### src/design/cgs_pkg.sv
// Shared types and constants for the connection group selector.
`timescale 1ns / 1ps
package cgs_pkg;

    localparam int KEY_W          = 64;
    localparam int GROUP_W        = 4;
    localparam int GCOUNT_W       = 5;
    localparam int MAX_GROUPS     = 16;
    localparam int CGS_TABLE_ENTRIES = 64;
    localparam int CGS_REF_BITS   = 16;
    localparam int CFG_IDX_W      = 1;
    localparam int CFG_DATA_W     = GCOUNT_W;

    localparam logic [CFG_IDX_W-1:0] CFG_SCHED_MODE  = 1'b0;
    localparam logic [CFG_IDX_W-1:0] CFG_GROUP_COUNT = 1'b1;

    typedef enum logic [2:0] {
        ST_RR      = 3'd0,
        ST_HIT     = 3'd1,
        ST_NEW     = 3'd2,
        ST_FULL    = 3'd3,
        ST_INVALID = 3'd4
    } t_status;

    typedef struct packed {
        logic             peer_valid;
        logic [KEY_W-1:0] host_key;
    } t_in_item;

    typedef struct packed {
        logic [GROUP_W-1:0] group;
        t_status            status;
    } t_out_item;

endpackage

### src/design/cgs_rotation.sv
// Round-robin pointer over the active worker groups.
`timescale 1ns / 1ps
module cgs_rotation
    import cgs_pkg::*;
(
    input  logic                i_clk,
    input  logic                i_rst_n,
    input  logic [GCOUNT_W-1:0] i_group_count,
    input  logic                i_take,
    output logic [GROUP_W-1:0]  o_group
);

    logic [GROUP_W-1:0]  r_rot;
    logic [GROUP_W-1:0]  n_rot;
    logic [GCOUNT_W-1:0] active_n;
    logic [GROUP_W-1:0]  cur;

    always_comb begin
        if (i_group_count == '0) begin
            active_n = GCOUNT_W'(1);
        end else if (i_group_count > GCOUNT_W'(MAX_GROUPS)) begin
            active_n = GCOUNT_W'(MAX_GROUPS);
        end else begin
            active_n = i_group_count;
        end
        // pointer left out of range by a lowered count restarts at zero
        cur = ({1'b0, r_rot} >= active_n) ? '0 : r_rot;
        n_rot = (({1'b0, cur} + GCOUNT_W'(1)) >= active_n) ? '0 : cur + GROUP_W'(1);
    end

    always_ff @(posedge i_clk) begin
        if (!i_rst_n) begin
            r_rot <= '0;
        end else if (i_take) begin
            r_rot <= n_rot;
        end
    end

    assign o_group = cur;

endmodule
### config.mk
export PLATFORM = sky130hd
export DESIGN_NAME = cgs_rotation
export DESIGN_NICKNAME = d
export VERILOG_FILES = /design/src/design/cgs_pkg.sv /design/src/design/cgs_rotation.sv
export SDC_FILE = /design/constraint.sdc
export NUM_CORES = 1
export LEC_CHECK = 0
export ABC_AREA = 1
export BUFFER_PORTS_ARGS = -buffer_cell sky130_fd_sc_hd__buf_2
export CAP_MARGIN = 10
export CORE_AREA = 8 8 45 47
export DETAILED_ROUTE_END_ITERATION = 6
export DIE_AREA = 0 0 53 55
export MAX_ROUTING_LAYER = met4
export SYNTH_ARGS = -nofsm -noshare
export SYNTH_HDL_FRONTEND = slang
export SYNTH_SLANG_ARGS = --single-unit
### constraint.sdc
create_clock -name i_clk -period 5.45 [get_ports i_clk]
set_clock_uncertainty 0.15 [all_clocks]
set_input_delay 1.09 -clock i_clk [delete_from_list [all_inputs] [get_ports i_clk]]
set_output_delay 1.09 -clock i_clk [all_outputs]
set_load 0.1 [all_outputs]
==> PnR_summary.wiki <==
{| class="wikitable"
! Metric !! Value
|-
| Synthesized instance count || 84
|-
| Worst-margin pin slew || approximately 0.49 ns
|-
| Total inserted antenna cells || 0
|-
| Worst path required time || 4.21 ns
|-
| Mapped Area || ~560 um2
|-
| Period Utilization, post-route || about three quarters
|-
| Pins Over Slew Limit || 0
|-
| Horizontal die dimension || 53 um
|-
| RSZ-0062 raised after global routing || false
|-
| Wire length of the first global-routing pass || 2040 um
|-
| DP Cell Count || 111
|-
| Number of DRC markers in iteration 0 || 4
|-
| Remaining antenna violation count || 0
|-
| Buffer cell driving the clock tree root || sky130_fd_sc_hd__clkbuf_4
|-
| Net count of the mapped netlist || 102
|-
| Total of buffers placed on input and output ports || 11
|-
| Clock slew seen by the registers of the worst setup and hold paths || 0.03 ns
|-
| Synthesis Warnings || 0
|-
| Leakage power || around 0.00038 uW
|-
| Final setup fails || 0
|-
| Final-layout fill cell count || 158
|-
| GP Congestion || around 0.79
|-
| TritonCTS clock tree || yes
|-
| Critical path capture point type || output port
|-
| Cells on worst reg2reg path || 17
|-
| Row Count || 14
|-
| Number of global-route vias before repair || 513
|-
| Insertion delay to the later sink of the worst-skew pair || approximately 0.23 ns
|-
| Hold-fix buffers at CTS || 0
|-
| Post-route insts no fill || 114
|-
| Total of flip-flops plus latches after synthesis || 4
|-
| Final hold violation count || 0
|-
| Resized Gates After CTS || 0
|-
| Worst Setup Path Type || input pin to output port
|-
| Post-CTS Setup Bufs || 0
|-
| Synthesized area divided by synthesized cell count || 6.67 um2
|-
| Total power density per cell area || 174 nW/um2
|-
| Part of the total power dissipated in combinational logic || 40.6%
|-
| Avg WL per Cell || 10.4 um
|-
| Maximum clock rate || 240 MHz
|-
| Leading cell types by total area after synthesis || sky130_fd_sc_hd__ha_1, sky130_fd_sc_hd__dfxtp_1, sky130_fd_sc_hd__nand2_1, sky130_fd_sc_hd__inv_1, sky130_fd_sc_hd__nand2_2
|-
| Count of TritonRoute iterations in the first routing pass || 4
|-
| Critical path startpoint category || input pin
|-
| Total global-route track usage || 9.53%
|-
| Vias after detailed routing || 534
|-
| Largest registers || r_rot (4)
|-
| Worst rel slew slack || between 60% and 70%
|-
| Max clock buf depth || 2
|-
| Sw frac || between 30 and 40%
|-
| Area enclosed by the die boundary || 2920 um2
|-
| DRT Wirelength || 1180 um
|-
| Number of max-capacitance violations reported || 0
|-
| Number of top-level pins || 12
|-
| Number of CTS-inserted buffers || 3
|-
| Top cell type by total area after synthesis || sky130_fd_sc_hd__ha_1
|-
| Internal power component || 70.0 uW
|-
| Placed wire-length estimate after detailed placement || 1010 um
|-
| Sw Pwr || 44.5 uW
|-
| Data arrival, critical path || 2.93 ns
|-
| Final cell utilization of the core || 47.6%
|-
| # H-tree levels || 1
|-
| Number of flip-flops in the largest register || 4
|-
| Time the worst path needs with I/O delays and setup || roughly 4.2 ns
|-
| Setup total negative slack || 0 ns
|-
| Vertical extent of the die || approximately 55 um
|-
| Hold WC Path Type || register to register
|-
| CORE AREA || 1380 um2
|-
| Share of synthesized area occupied by flip-flops and latches || 14.3%
|-
| Initial Util || 40.5%
|-
| Reg with most FFs || r_rot
|-
| Fraction of final layout cells sized beyond drive strength 1 || 30.6%
|-
| Sinks on the clock net || 4
|-
| Part of the power in registers || 28.3%
|-
| Biggest fanout along the worst timing path || 3
|-
| Worst ir drop on vdd || 0.0000931 V
|-
| GR Overflow Total || 0
|-
| Hold-critical path depth || 2
|-
| Outcome || complete, no violations
|-
| Relative contribution of the clock network to total power || slightly above 30%
|-
| Area delta synth->final || 17.4%
|-
| Largest net degree at the start of global routing || 6
|-
| DRC violations left || 0
|-
| Number of antenna violations at the first check in global routing || 0
|-
| Area share of the largest cell type after synthesis || between 20% and 30%
|-
| Count of cell types in the netlist || 20
|-
| Final hold slack || about 0.35 ns
|-
| Via density || between 4 and 5
|-
| Final #Nets || 118
|}
==> synth_stat cells, drive strengths merged <==
cell type and number:
a21oi 7, nor4 2, ha 10, nand4 5, nor2 6, and2 1
clkinv 1, nand2 27, nand3 2, dfxtp 4, o21ai 1, inv 18
==> power by group through the flow <==
stage / clock network (uW) / logic (uW) / registers, uW
2_1_floorplan: 0 / 37.3 / 32.4
3_3_place_gp: 0 / 46.7 / 32.9
3_5_place_dp: 0 / 46.7 / 32.8
4_1_cts: 38.4 / 46.9 / 32.4
5_1_grt: 38.9 / 51.9 / 32.6
6_report: 35.5 / 46.5 / 32.4
==> worst max-delay path, stage by stage <==
cell	delay (ns)
sky130_fd_sc_hd__buf_2	0.11
sky130_fd_sc_hd__nor4_1	0.27
sky130_fd_sc_hd__nor2_1	0.07
sky130_fd_sc_hd__nor2_1	0.13
sky130_fd_sc_hd__ha_1	0.24
sky130_fd_sc_hd__inv_1	0.05
sky130_fd_sc_hd__nand2_1	0.04
sky130_fd_sc_hd__nand2_1	0.07
sky130_fd_sc_hd__nand2_2	0.07
sky130_fd_sc_hd__a21oi_4	0.16
sky130_fd_sc_hd__nand2_1	0.08
sky130_fd_sc_hd__inv_1	0.11
sky130_fd_sc_hd__buf_2	0.44
==> metrics by stage <==
step / cell area, um2 / worst slack (ns) / total power, uW
floorplan: 561 / 0.245 / 69.7
global route: 658 / 1.13 / 123
detailed placement: 636 / 1.20 / 79.5
finish: 658 / 1.28 / 114
global placement: 636 / 1.26 / 79.5
CTS: 658 / 1.27 / 118
==> placed cells by master (no fill, tap or decap), drive strengths merged <==
cell / instances
a21oi: 7
and2: 1
buf: 11
clkbuf: 3
clkinv: 1
dfxtp: 4
ha: 10
inv: 18
nand2: 27
nand3: 2
nand4: 5
nor2: 6
nor4: 2
o21ai: 1
==> metal layers <==
layer | vias up | global-route usage (%) | part of all wire [%]
met5 | - | - | 0
met3 | 0 | 1.60 | 5.3
met4 | 0 | 5.17 | 0
met2 | 8 | 15.0 | 45
met1 | 225 | 11.3 | 49
li1 | 301 | - | -
==> worst paths after layout <==
kind                            slack, ns          to        startpoint
worst min register to register       0.35    r_rot[0]          r_rot[0]
worst max register to register       2.37    r_rot[2]          r_rot[2]
worst min-delay path                 0.35    r_rot[0]          r_rot[0]
worst max-delay path                 1.28  o_group[0]  i_group_count[2]
==> cell type report <==
cell class                 count  area (um2)  area share [%]
timing repair buffer          11        55.1            8.37
tap                           16        20.0            3.04
inverter                      19        71.3            10.8
multi-input combinational     61         409            62.2
clock buffer                   3        22.5            3.42
sequential                     4        80.1            12.2
==> logic make-up (layout without fill, tap and decap cells) <==
logic type	after synthesis	in the layout	synth area share, %
AO/OA/AOI/OAI	8	8	11.2
buffers and inverters	19	33	12.7
adder cells (fa/ha/maj)	10	10	22.3
AND/OR/NAND/NOR	43	43	39.5
flip-flops	4	4	14.3
No activity file was read; power rests on OpenSTA's default activity.
